==> config.mk <==
export PLATFORM = sky130hd
export DESIGN_NAME = double_ended_queue_top
export DESIGN_NICKNAME = d
export VERILOG_FILES = /design/src/hw/rtl/dq_pkg.sv /design/src/hw/rtl/double_ended_queue_top.sv /design/src/hw/rtl/dq_ram.sv /design/src/hw/rtl/dq_ctrl.sv /design/src/hw/rtl/dq_datapath.sv
export SDC_FILE = /design/constraint.sdc
export NUM_CORES = 1
export LEC_CHECK = 0
export ABC_AREA = 1
export BUFFER_PORTS_ARGS = -buffer_cell sky130_fd_sc_hd__buf_2
export CORE_MARGIN = 10
export CORE_UTILIZATION = 60
export CTS_BUF_LIST = sky130_fd_sc_hd__clkbuf_8
export CTS_CLUSTER_DIAMETER = 80
export DETAILED_ROUTE_END_ITERATION = 8
export GPL_TIMING_DRIVEN = 0
export PLACE_DENSITY = 0.78
export SETUP_SLACK_MARGIN = 0.3
export SYNTH_ARGS = -nofsm -noshare
export SYNTH_HDL_FRONTEND = slang
export SYNTH_SLANG_ARGS = --single-unit
==> constraint.sdc <==
create_clock -name clk -period 3.15 [get_ports clk]
set_input_delay 0.63 -clock clk [delete_from_list [all_inputs] [get_ports clk]]
set_output_delay 0.63 -clock clk [all_outputs]
set_load 0.005 [all_outputs]
==> src/hw/rtl/dq_pkg.sv <==
// Shared request/status codes, defaults and control structs for the deque.
package dq_pkg;

  localparam int DEPTH_DEF      = 16;
  localparam int DATA_WIDTH_DEF = 8;

  localparam int REQ_W = 3;
  localparam int ST_W  = 2;

  localparam logic [REQ_W-1:0] REQ_PUSH_BACK  = 3'd0;
  localparam logic [REQ_W-1:0] REQ_PUSH_FRONT = 3'd1;
  localparam logic [REQ_W-1:0] REQ_POP_FRONT  = 3'd2;
  localparam logic [REQ_W-1:0] REQ_POP_BACK   = 3'd3;
  localparam logic [REQ_W-1:0] REQ_CLEAR      = 3'd4;

  localparam logic [ST_W-1:0] ST_DONE  = 2'd0;
  localparam logic [ST_W-1:0] ST_EMPTY = 2'd1;
  localparam logic [ST_W-1:0] ST_FULL  = 2'd2;

  // controller -> datapath
  typedef struct packed {
    logic take;   // latch the incoming request and update head/count/store
    logic load;   // move the read ends into the output register
  } dq_cmd_t;

  // datapath -> controller
  typedef struct packed {
    logic out_free;  // output register empty or being drained this cycle
  } dq_sts_t;

endpackage

==> src/hw/rtl/double_ended_queue_top.sv <==
// Double-ended queue top level: stream ports, sequencer and datapath.
//
//  channel | dir | tdata (low bit up)                 | tuser (low bit up)
//  --------+-----+------------------------------------+---------------------------
//  in_     | in  | value                              | req_type
//  out_    | out | count, front_value, back_value     | status, ends_valid
//
// Each request goes through three steps: accept, store read, result load; the store
// read is registered, and no new request is taken until the result load is done.
// Reset (rst_n low, synchronous) empties the queue; store contents are not cleared.
// A result waits in the output register; the next request is accepted meanwhile,
// and its result load holds until the register is taken.
module double_ended_queue_top #(
  parameter int DEPTH      = dq_pkg::DEPTH_DEF,
  parameter int DATA_WIDTH = dq_pkg::DATA_WIDTH_DEF
) (
  input  logic                                   clk,
  input  logic                                   rst_n,
  input  logic                                   in_tvalid,
  output logic                                   in_tready,
  input  logic [((DATA_WIDTH+7)/8)*8-1:0]        in_tdata,   // value
  input  logic [dq_pkg::REQ_W-1:0]               in_tuser,   // req_type
  output logic                                   out_tvalid,
  input  logic                                   out_tready,
  // count, front_value, back_value
  output logic [(($clog2(DEPTH+1)+2*DATA_WIDTH+7)/8)*8-1:0] out_tdata,
  output logic [dq_pkg::ST_W:0]                  out_tuser   // status, ends_valid
);
  import dq_pkg::*;

  localparam int CW    = $clog2(DEPTH + 1);
  localparam int OUT_W = ((CW + 2 * DATA_WIDTH + 7) / 8) * 8;

  dq_cmd_t cmd;
  dq_sts_t sts;

  logic [ST_W-1:0]       status;
  logic [CW-1:0]         count;
  logic                  ends_valid;
  logic [DATA_WIDTH-1:0] front_value, back_value;

  dq_ctrl u_ctrl (
    .clk       (clk),
    .rst_n     (rst_n),
    .in_tvalid (in_tvalid),
    .in_tready (in_tready),
    .cmd       (cmd),
    .sts       (sts)
  );

  dq_datapath #(.DEPTH(DEPTH), .DATA_WIDTH(DATA_WIDTH)) u_datapath (
    .clk            (clk),
    .rst_n          (rst_n),
    .cmd            (cmd),
    .sts            (sts),
    .req_type       (in_tuser),
    .value          (in_tdata[DATA_WIDTH-1:0]),
    .out_valid      (out_tvalid),
    .out_ready      (out_tready),
    .out_status     (status),
    .out_count      (count),
    .out_ends_valid (ends_valid),
    .out_front      (front_value),
    .out_back       (back_value)
  );

  assign out_tdata = OUT_W'({back_value, front_value, count});
  assign out_tuser = {ends_valid, status};

endmodule

==> src/hw/rtl/dq_ram.sv <==
// Generic single-write, single-read RAM with registered read data.
module dq_ram #(
  parameter int WIDTH = 8,
  parameter int DEPTH = 16
) (
  input  logic                     clk,
  input  logic                     wr_en,
  input  logic [$clog2(DEPTH)-1:0] wr_addr,
  input  logic [WIDTH-1:0]         wr_data,
  input  logic [$clog2(DEPTH)-1:0] rd_addr,
  output logic [WIDTH-1:0]         rd_data
);

  logic [WIDTH-1:0] mem [DEPTH];

  always_ff @(posedge clk) begin
    if (wr_en) begin
      mem[wr_addr] <= wr_data;
    end
    rd_data <= mem[rd_addr];
  end

endmodule

==> src/hw/rtl/dq_ctrl.sv <==
// Request sequencer: accept, read both ends, load the result register.
module dq_ctrl (
  input  logic            clk,
  input  logic            rst_n,
  input  logic            in_tvalid,
  output logic            in_tready,
  output dq_pkg::dq_cmd_t cmd,
  input  dq_pkg::dq_sts_t sts
);
  import dq_pkg::*;

  localparam logic [1:0] S_IDLE = 2'd0;
  localparam logic [1:0] S_READ = 2'd1;
  localparam logic [1:0] S_LOAD = 2'd2;

  logic [1:0] state_r, state_nxt;

  assign in_tready = (state_r == S_IDLE);
  assign cmd.take  = in_tvalid && in_tready;
  assign cmd.load  = (state_r == S_LOAD) && sts.out_free;

  always_comb begin
    state_nxt = state_r;
    case (state_r)
      S_IDLE: begin
        if (cmd.take) state_nxt = S_READ;
      end
      S_READ: state_nxt = S_LOAD;
      S_LOAD: begin
        if (cmd.load) state_nxt = S_IDLE;
      end
      default: state_nxt = S_IDLE;
    endcase
  end

  always_ff @(posedge clk) begin
    if (!rst_n) begin
      state_r <= S_IDLE;
    end else begin
      state_r <= state_nxt;
    end
  end

endmodule

==> src/hw/rtl/dq_datapath.sv <==
// Head/count registers, circular entry store and result register.
module dq_datapath #(
  parameter int DEPTH      = dq_pkg::DEPTH_DEF,
  parameter int DATA_WIDTH = dq_pkg::DATA_WIDTH_DEF
) (
  input  logic                        clk,
  input  logic                        rst_n,
  input  dq_pkg::dq_cmd_t             cmd,
  output dq_pkg::dq_sts_t             sts,
  input  logic [dq_pkg::REQ_W-1:0]    req_type,
  input  logic [DATA_WIDTH-1:0]       value,
  output logic                        out_valid,
  input  logic                        out_ready,
  output logic [dq_pkg::ST_W-1:0]     out_status,
  output logic [$clog2(DEPTH+1)-1:0]  out_count,
  output logic                        out_ends_valid,
  output logic [DATA_WIDTH-1:0]       out_front,
  output logic [DATA_WIDTH-1:0]       out_back
);
  import dq_pkg::*;

  localparam int AW = $clog2(DEPTH);
  localparam int CW = $clog2(DEPTH + 1);
  localparam int SW = CW + 1;

  logic [AW-1:0]   head_r, head_nxt;
  logic [CW-1:0]   count_r, count_nxt;
  logic [ST_W-1:0] st_r, st_nxt;

  logic            full, empty;
  logic [SW-1:0]   tail_sum, back_sum;
  logic [SW-1:0]   tail_wrap, back_wrap;
  logic [AW-1:0]   head_dec, head_inc;
  logic            wr_en;
  logic [AW-1:0]   wr_addr;
  logic [DATA_WIDTH-1:0] rd_front, rd_back;

  logic                  out_valid_r;
  logic [ST_W-1:0]       out_status_r;
  logic [CW-1:0]         out_count_r;
  logic                  out_ends_r;
  logic [DATA_WIDTH-1:0] out_front_r, out_back_r;

  assign full  = (count_r == CW'(DEPTH));
  assign empty = (count_r == '0);

  // head + count and head + count - 1 (non-empty only), folded once into [0, DEPTH)
  assign tail_sum  = SW'(head_r) + SW'(count_r);
  assign back_sum  = tail_sum - SW'(1);
  assign tail_wrap = (tail_sum >= SW'(DEPTH)) ? tail_sum - SW'(DEPTH) : tail_sum;
  assign back_wrap = (back_sum >= SW'(DEPTH)) ? back_sum - SW'(DEPTH) : back_sum;

  assign head_dec = (head_r == '0) ? AW'(DEPTH - 1) : head_r - AW'(1);
  assign head_inc = (head_r == AW'(DEPTH - 1)) ? '0 : head_r + AW'(1);

  always_comb begin
    head_nxt  = head_r;
    count_nxt = count_r;
    st_nxt    = ST_DONE;
    wr_en     = 1'b0;
    wr_addr   = tail_wrap[AW-1:0];
    case (req_type)
      REQ_PUSH_BACK: begin
        if (full) begin
          st_nxt = ST_FULL;
        end else begin
          wr_en     = cmd.take;
          count_nxt = count_r + CW'(1);
        end
      end
      REQ_PUSH_FRONT: begin
        if (full) begin
          st_nxt = ST_FULL;
        end else begin
          wr_en     = cmd.take;
          wr_addr   = head_dec;
          head_nxt  = head_dec;
          count_nxt = count_r + CW'(1);
        end
      end
      REQ_POP_FRONT: begin
        if (empty) begin
          st_nxt = ST_EMPTY;
        end else begin
          head_nxt  = head_inc;
          count_nxt = count_r - CW'(1);
        end
      end
      REQ_POP_BACK: begin
        if (empty) begin
          st_nxt = ST_EMPTY;
        end else begin
          count_nxt = count_r - CW'(1);
        end
      end
      REQ_CLEAR: begin
        head_nxt  = '0;
        count_nxt = '0;
      end
      default: ;
    endcase
  end

  always_ff @(posedge clk) begin
    if (!rst_n) begin
      head_r  <= '0;
      count_r <= '0;
    end else if (cmd.take) begin
      head_r  <= head_nxt;
      count_r <= count_nxt;
    end
  end

  always_ff @(posedge clk) begin
    if (cmd.take) st_r <= st_nxt;
  end

  // two copies of the store so front and back read in the same cycle
  dq_ram #(.WIDTH(DATA_WIDTH), .DEPTH(DEPTH)) u_ram_front (
    .clk     (clk),
    .wr_en   (wr_en),
    .wr_addr (wr_addr),
    .wr_data (value),
    .rd_addr (head_r),
    .rd_data (rd_front)
  );

  dq_ram #(.WIDTH(DATA_WIDTH), .DEPTH(DEPTH)) u_ram_back (
    .clk     (clk),
    .wr_en   (wr_en),
    .wr_addr (wr_addr),
    .wr_data (value),
    .rd_addr (back_wrap[AW-1:0]),
    .rd_data (rd_back)
  );

  assign sts.out_free = !out_valid_r || out_ready;

  always_ff @(posedge clk) begin
    if (!rst_n) begin
      out_valid_r <= 1'b0;
    end else if (cmd.load) begin
      out_valid_r <= 1'b1;
    end else if (out_ready) begin
      out_valid_r <= 1'b0;
    end
  end

  always_ff @(posedge clk) begin
    if (cmd.load) begin
      out_status_r <= st_r;
      out_count_r  <= count_r;
      out_ends_r   <= !empty;
      out_front_r  <= empty ? '0 : rd_front;
      out_back_r   <= empty ? '0 : rd_back;
    end
  end

  assign out_valid      = out_valid_r;
  assign out_status     = out_status_r;
  assign out_count      = out_count_r;
  assign out_ends_valid = out_ends_r;
  assign out_front      = out_front_r;
  assign out_back       = out_back_r;

endmodule

### Word level (Yosys, flattened, before mapping)

Memories as Yosys holds them, arrays and structs flattened. A register that Yosys moved wholly into a read port is not among the register bits.
Cells that the tools add are included.

* $add $sub $neg: 8
* muxes and demuxes: 24
* order comparisons: 2
* reduce and logical (&&, ||, !) cells: 17
* eq/ne operators: 14

Operator list (number)
* two-way mux 4 bit: 8
* one-hot mux 5 bit (3 select lines): 1
* >= comparator 6 x 5 -> 1 bit (second input constant): 2
* one-hot mux 4 bit (3 select lines): 1
* subtractor 4 x 1 -> 4 bit (second input constant): 3
* two-way mux 5 bit: 2
* inequality test 2 bit (second input constant): 5
* AND reduction 4 bit: 2
* two-way mux 1 bit: 7
* adder 4 x 5 -> 6 bit: 1
* == test 3 x 2 -> 1 bit (second input constant): 2
* two-way mux 2 bit: 3
* one-hot mux 2 bit (3 select lines): 1
* nonzero test 3 bit: 2
* subtractor 6 x 1 -> 6 bit (second input constant): 1
* adder 5 x 1 -> 5 bit (second input constant): 1
* == test 5 bit (second input constant): 1
* zero test 5 bit: 1
* subtractor 5 x 1 -> 5 bit (second input constant): 1
* adder 4 x 1 -> 4 bit (second input constant): 1
* == test 4 bit (second input constant): 1
* zero test 4 bit: 1
* one-hot mux 2 bit (2 select lines): 1
* OR reduction 2 bit: 2
* 12 further kinds: 14

* memories: 2
* register bits: 38
* output and inout port bits: 29
* bits in writable memories: 256
* bits of input ports: 15
* logic and storage cells: 77

Memory list
* u_datapath.u_ram_back.mem: depth 16, bits a word 8, rd ports 1, clocked after Yosys merged registers in 1, wr ports 1, RTL line dq_ram.sv:14 `logic [WIDTH-1:0] mem [DEPTH];`
* u_datapath.u_ram_front.mem: depth 16, bits a word 8, rd ports 1, clocked after Yosys merged registers in 1, wr ports 1, RTL line dq_ram.sv:14

### Depth between registers and ports, before layout

* word-level depth: 6
* mapped depth: 16
* depth with buffers taken out: 12

### Cells and area by module

From an unflattened synthesis, not the netlist that was laid out.

* cells, all modules: 1350
* area, all modules: 13701.9 µm²

By module, submodules not included
* dq_ram: area each 5766.8 µm², cells an instance 551, sequential area each 4003.8 µm², instances 2
* dq_datapath: area each 2044.5 µm², cells an instance 230, sequential area each 980.9 µm², instances 1
* dq_ctrl: area each 90.1 µm², cells an instance 13, sequential area each 40.0 µm², instances 1
* double_ended_queue_top: area each 33.8 µm², cells an instance 5, sequential area each 0.0 µm², instances 1

### Least setup slack after synthesis

OpenSTA, ideal clock, no wires.

* path kind: register -> register
* start: reg u_datapath.count_r[0]
* end: reg u_datapath.u_ram_back.rd_data[6] (read register of u_datapath.u_ram_back.mem)
* data required time: 3.035 ns
* setup time: 0.115 ns
* cell stages (with the launch flop): 15
* slack: 0.742 ns
* data arrival time: 2.293 ns
* clock period less this slack: 2.408 ns
* buffers on the path: 2
* cells stage by stage: dfxtp_1 > ha_1 > fa_1 > inv_1 > ha_1 > buf_2 > inv_2 > buf_2 > a21oi_1 > o21ai_0 > nand2_1 > nand2_1 > nand2_1 > nand3_1 > nand2_1

* cells in the longest elaborated chain, start to end: 4
* elaborated cells on any way between the ends: 5
* classes of those cells: add/sub: 3; order compare: 1; mux: 1

Ends and longest elaborated chain
* start: declaration: RTL line dq_datapath.sv:27 `logic [CW-1:0] count_r, count_nxt;`
* start signal: assignment: RTL line dq_datapath.sv:110 `count_r <= count_nxt;`
* adder 4 x 5 -> 6 bit *: RTL line dq_datapath.sv:48 `assign tail_sum = SW'(head_r) + SW'(count_r);`
* subtractor 6 x 1 -> 6 bit *: RTL line dq_datapath.sv:49 `assign back_sum = tail_sum - SW'(1);`
* >= comparator 6 x 5 -> 1 bit or subtractor 4 x 1 -> 4 bit (tied branches): RTL line dq_datapath.sv:51 `assign back_wrap = (back_sum >= SW'(DEPTH)) ? back_sum - SW'(DEPTH) : back_sum;`
* two-way mux 4 bit *: RTL line dq_datapath.sv:51
* end: declaration: RTL line dq_ram.sv:11 `output logic [WIDTH-1:0] rd_data`

Every way passes the cells marked *; elsewhere a longest branch is shown, timed or not.
A chain may end at the register's enable or synchronous reset.

### Worst setup path in the final report

* start: reg u_datapath.count_r[0]
* end: mem u_datapath.u_ram_front.mem[13][3], enable pin

* cells in the longest elaborated chain, start to end: 5
* elaborated cells on any way between the ends: 11
* classes of those cells: add/sub: 2; order compare: 1; eq/ne: 1; mux: 7

Ends and longest elaborated chain
* adder 4 x 5 -> 6 bit or == test 5 bit (tied branches): RTL line dq_datapath.sv:48, dq_datapath.sv:44
* >= comparator 6 x 5 -> 1 bit (tied with other cells): RTL line dq_datapath.sv:50 `assign tail_wrap = (tail_sum >= SW'(DEPTH)) ? tail_sum - SW'(DEPTH) : tail_sum;`
* two-way mux 4 bit or two-way mux 1 bit (tied branches)
* two-way mux 4 bit or two-way mux 1 bit (tied branches): RTL line dq_datapath.sv:72, dq_ram.sv:17
* two-way mux 4 bit or two-way mux 1 bit (tied branches): RTL line dq_datapath.sv:62, dq_ram.sv:18
* end: declaration: RTL line dq_ram.sv:14

Parallel ways exist; a longest one is shown, timed or not.

==> flow_summary.rst <==
.. list-table::
   :header-rows: 1

   * - Metric
     - Value
   * - Setup Fix Bufs, Post-CTS
     - 0
   * - Clock tree sinks
     - approximately 180
   * - Number of instances in the synthesized netlist
     - 980
   * - Fraction of final layout cells sized beyond drive strength 1
     - 0.152
   * - Fraction of the cycle the final worst path needs
     - 0.912
   * - Detailed-route vias per instance
     - 5.96
   * - Hpwl dp
     - 19.0 mm
   * - Min-Delay Path Class
     - in -> reg
   * - Detailed-route via count
     - 7384
   * - Antenna cell count
     - 0
   * - Maximum number of pins on one net before global-route repair
     - 19
   * - VDD IR max
     - ~650 uV
   * - Count of antenna-violating nets left after detailed routing
     - 0
   * - Critical Path AT
     - 2980 ps
   * - FP Rows
     - 44
   * - Proportion of synthesized chip area in sequential cells
     - 0.569
   * - Setup repair after global routing missed its margin
     - yes
   * - Total count of hold-check failures in the final report
     - 0
   * - Final routed DRC violation total
     - 0
   * - Area share of the leading cell type in the synthesized netlist
     - 0.508
   * - Cell area after placement
     - 0.00956 mm2
   * - Cell area after technology mapping
     - roughly 0.0091 mm2
   * - Worst path bufs/invs
     - 0
   * - Critical path's largest stage delay
     - 720 ps
   * - Largest fanout on the critical path
     - 8
   * - Number of instances in the placed design
     - roughly 1200
   * - Die Width
     - 143 um
   * - Total setup violations reported at the end of the flow
     - 0
   * - Required time at the endpoint of the critical path
     - 3260 ps
   * - Dominant cell by count in the synthesized netlist
     - sky130_fd_sc_hd__nand2_1
   * - Total power of the final layout
     - about 5.7 mW
   * - Gr ovfl total
     - 0
   * - Clock insertion delay at the later pin of the skew report
     - 480 ps
   * - Drt pass-1 iters
     - 7
   * - Yosys warns
     - 0
   * - Count of buffers inserted at the top-level ports
     - 40
   * - Multi-input logic area
     - between 0.003 and 0.004 mm2
   * - Storage cell area
     - 0.00519 mm2
   * - Crit path cell chain
     - ha_1 -> fa_1 -> xor2_1 -> nand2_1 -> nand2_1 -> nand3_2 -> nor2_1
   * - Final-report max-slew violation count
     - 0
   * - Placeable core region
     - 0.0147 mm2
   * - Cell variety after synth
     - 37
   * - Kind of cell adding the most delay to the critical path
     - simple AND/OR/NAND/NOR gates
   * - IO Count
     - between 40 and 50
   * - Routed wire length
     - 26.1 mm
   * - Worst Clk Skew
     - 17.6 ps
   * - Synthesized area divided by synthesized cell count
     - around 9.3 um2
   * - Time the final worst path needs with I/O delays and setup
     - 2870 ps
   * - Final nets
     - 1068
   * - Kind of end point of the critical path
     - register
   * - Outcome
     - finished, final reports clean
   * - Detail-routed net length per standard cell
     - 21.0 um
   * - Commonest cells post-synth
     - sky130_fd_sc_hd__nand2_1 (267), sky130_fd_sc_hd__edfxtp_1 (154), sky130_fd_sc_hd__inv_1 (103)
   * - GRT Resource Usage Total
     - 0.254
   * - Post-route design area
     - 0.0100 mm2
   * - Maximum root-to-sink buffer count
     - 2
   * - Relative area change from synthesis to final layout
     - 9.95%
   * - Power per cell area
     - 567 mW/mm2
   * - Library cell occupying the most area in the post-synthesis netlist
     - sky130_fd_sc_hd__edfxtp_1
   * - Slew headroom
     - 0.401
   * - Leading cell types by total area after synthesis
     - sky130_fd_sc_hd__edfxtp_1 (51%), sky130_fd_sc_hd__nand2_1 (11%), sky130_fd_sc_hd__o211ai_1 (6.7%), sky130_fd_sc_hd__dfxtp_1 (6.2%), sky130_fd_sc_hd__nand3_1 (4.5%)
   * - Static Leak
     - around 4.2 nW
   * - Final worst-path setup slack
     - 278 ps
   * - Worst-margin pin slew
     - 894 ps
   * - Vias in the first global route
     - 6695
   * - Post-Route Utilization
     - 0.681
   * - Cts bufs inserted
     - 17
   * - Cts hold-fix bufs
     - 0
   * - Number of maximum-capacitance violations
     - 0
   * - Most repeated library cell on the critical path
     - sky130_fd_sc_hd__nand2_1
   * - Layout Cells excl Fill
     - between 1000 and 1500
   * - First-pass GRT wire length
     - 38.8 mm
   * - Async set-or-reset flop fraction in the synthesized netlist
     - 0
   * - Clock transition at the registers of the reported paths
     - 100 ps
   * - Die area
     - 0.0205 mm2
   * - Detailed router's first-iteration violation count
     - roughly 1100
   * - H-tree depth
     - 4
   * - Highest clock frequency the design can meet
     - 348 MHz
   * - Starting density of the core
     - 0.620
   * - Number of enable flip-flop cells after synthesis
     - 154
   * - Global placer's final weighted congestion
     - 1.05
   * - Number of antenna violations at the first check in global routing
     - 0
   * - Minimum setup slack after placement
     - -141 ps
   * - Chip Height
     - 143 um
   * - Highest-delay cell along the critical path
     - sky130_fd_sc_hd__nor2_1
   * - Type of the worst setup path
     - reg -> reg
   * - Master cell of the clock root buffer
     - sky130_fd_sc_hd__clkbuf_8
   * - Flop and latch count out of synthesis
     - 182
   * - Top_reg_cell synth
     - sky130_fd_sc_hd__edfxtp_1
   * - Filler cell count in the final layout
     - 1142
   * - Launching element type of the critical path
     - register
   * - Clock tree from TritonCTS
     - built
## area by class of cell
class,instances,area share
tap,184,0.0230
inverter,110,0.0422
timing repair buffer,41,0.0215
buffer,55,0.0336
sequential,182,0.518
clock buffer,17,0.0234
clock inverter,15,0.0137
multi-input combinational,635,0.324
## placed cells by master, fill, tap and decap left out, types with 3 or more instances in the layout
| cell | instances |
|---|---|
| sky130_fd_sc_hd__inv_2 | 4 |
| sky130_fd_sc_hd__clkinvlp_4 | 3 |
| sky130_fd_sc_hd__nand2_2 | 5 |
| sky130_fd_sc_hd__inv_1 | 104 |
| sky130_fd_sc_hd__o21ai_2 | 4 |
| sky130_fd_sc_hd__xor2_1 | 3 |
| sky130_fd_sc_hd__nand3_2 | 12 |
| sky130_fd_sc_hd__clkbuf_8 | 17 |
| sky130_fd_sc_hd__inv_6 | 4 |
| sky130_fd_sc_hd__buf_4 | 6 |
| sky130_fd_sc_hd__inv_8 | 4 |
| sky130_fd_sc_hd__buf_2 | 65 |
| sky130_fd_sc_hd__a21oi_1 | 54 |
| sky130_fd_sc_hd__edfxtp_1 | 154 |
| sky130_fd_sc_hd__clkinv_4 | 3 |
| sky130_fd_sc_hd__ha_1 | 9 |
| sky130_fd_sc_hd__o211ai_1 | 81 |
| sky130_fd_sc_hd__o21ai_0 | 47 |
| sky130_fd_sc_hd__conb_1 | 3 |
| sky130_fd_sc_hd__dfxtp_1 | 26 |
| sky130_fd_sc_hd__nand2_1 | 267 |
| sky130_fd_sc_hd__nor2_1 | 40 |
| sky130_fd_sc_hd__clkbuf_1 | 12 |
| sky130_fd_sc_hd__buf_6 | 7 |
| sky130_fd_sc_hd__nor2_2 | 13 |
| sky130_fd_sc_hd__nand3_1 | 82 |
## state kept, by name (all words and copies together) (netlist names)
name	flops
u_datapath.u_ram_back.rd_data	8
u_datapath.out_ends_valid	1
u_datapath.out_back	8
u_datapath.out_status	2
u_datapath.out_front	8
u_ctrl.state_r	2
u_datapath.u_ram_front.mem	128
u_datapath.head_r	4
u_datapath.u_ram_front.rd_data	8
u_datapath.count_r	5
u_datapath.out_count	5
u_datapath.st_r	2
u_datapath.out_valid	1
## power breakdown
part	switching [mW]	leakage (nW)	internal (mW)	total [mW]
Sequential	0.0414	1.63	2.73	2.77
Clock	0.913	0.184	0.576	1.49
Combinational	0.969	2.36	0.443	1.41
Total	1.92	4.18	3.75	5.68
## path summary, 6_finish.rpt
check / endpoint / depth (start not counted) / slack (ps) / from
worst max register to register: u_datapath.u_ram_front.mem[13][3] / 7 / 280 / u_datapath.count_r[0]
worst max-delay path: u_datapath.u_ram_front.mem[13][3] / 7 / 280 / u_datapath.count_r[0]
worst min-delay path: u_datapath.head_r[0] / 3 / 420 / rst_n
worst min register to register: u_datapath.out_status[1] / 0 / 430 / u_datapath.st_r[1]
## per-layer routing
layer,GRT usage,vias up,wire (um),part of all wire
met1,0.346,3367,10600,0.40
met5,0,-,0,0
met4,0.114,0,860,0.033
met3,0.0531,66,3130,0.12
met2,0.385,492,11500,0.44
li1,-,3459,-,-
## timing repair
item                       in CTS  in global routing
pin swaps                       0                  1
hold endpoints to repair        0                  0
cloned                          0                  0
resized for setup              16                 14
setup endpoints to repair     111                 95
## cells by family (layout without fill, tap and decap cells)
logic type | count (synthesis) | after routing | synth area share
compound gates | 190 | 190 | 0.129
other cells | 1 | 3 | 0.000412
xor+xnor | 6 | 6 | 0.00659
flops | 182 | 182 | 0.569
simple gates | 425 | 425 | 0.199
buf+inv | 165 | 238 | 0.0786
fa+ha+maj | 11 | 11 | 0.0168
## worst min-delay path: stages
cell and delay (ps):
sky130_fd_sc_hd__buf_2 140, sky130_fd_sc_hd__nand2_1 70, sky130_fd_sc_hd__nor2_1 30
## per-stage QoR
step	TNS, ps	hold slack, ps
5_1_grt	0	427
2_1_floorplan	0	400
6_report	0	423
3_3_place_gp	-758	402
3_5_place_dp	-1260	408
4_1_cts	0	414
Note: power is estimated with default switching activity, not from simulation.
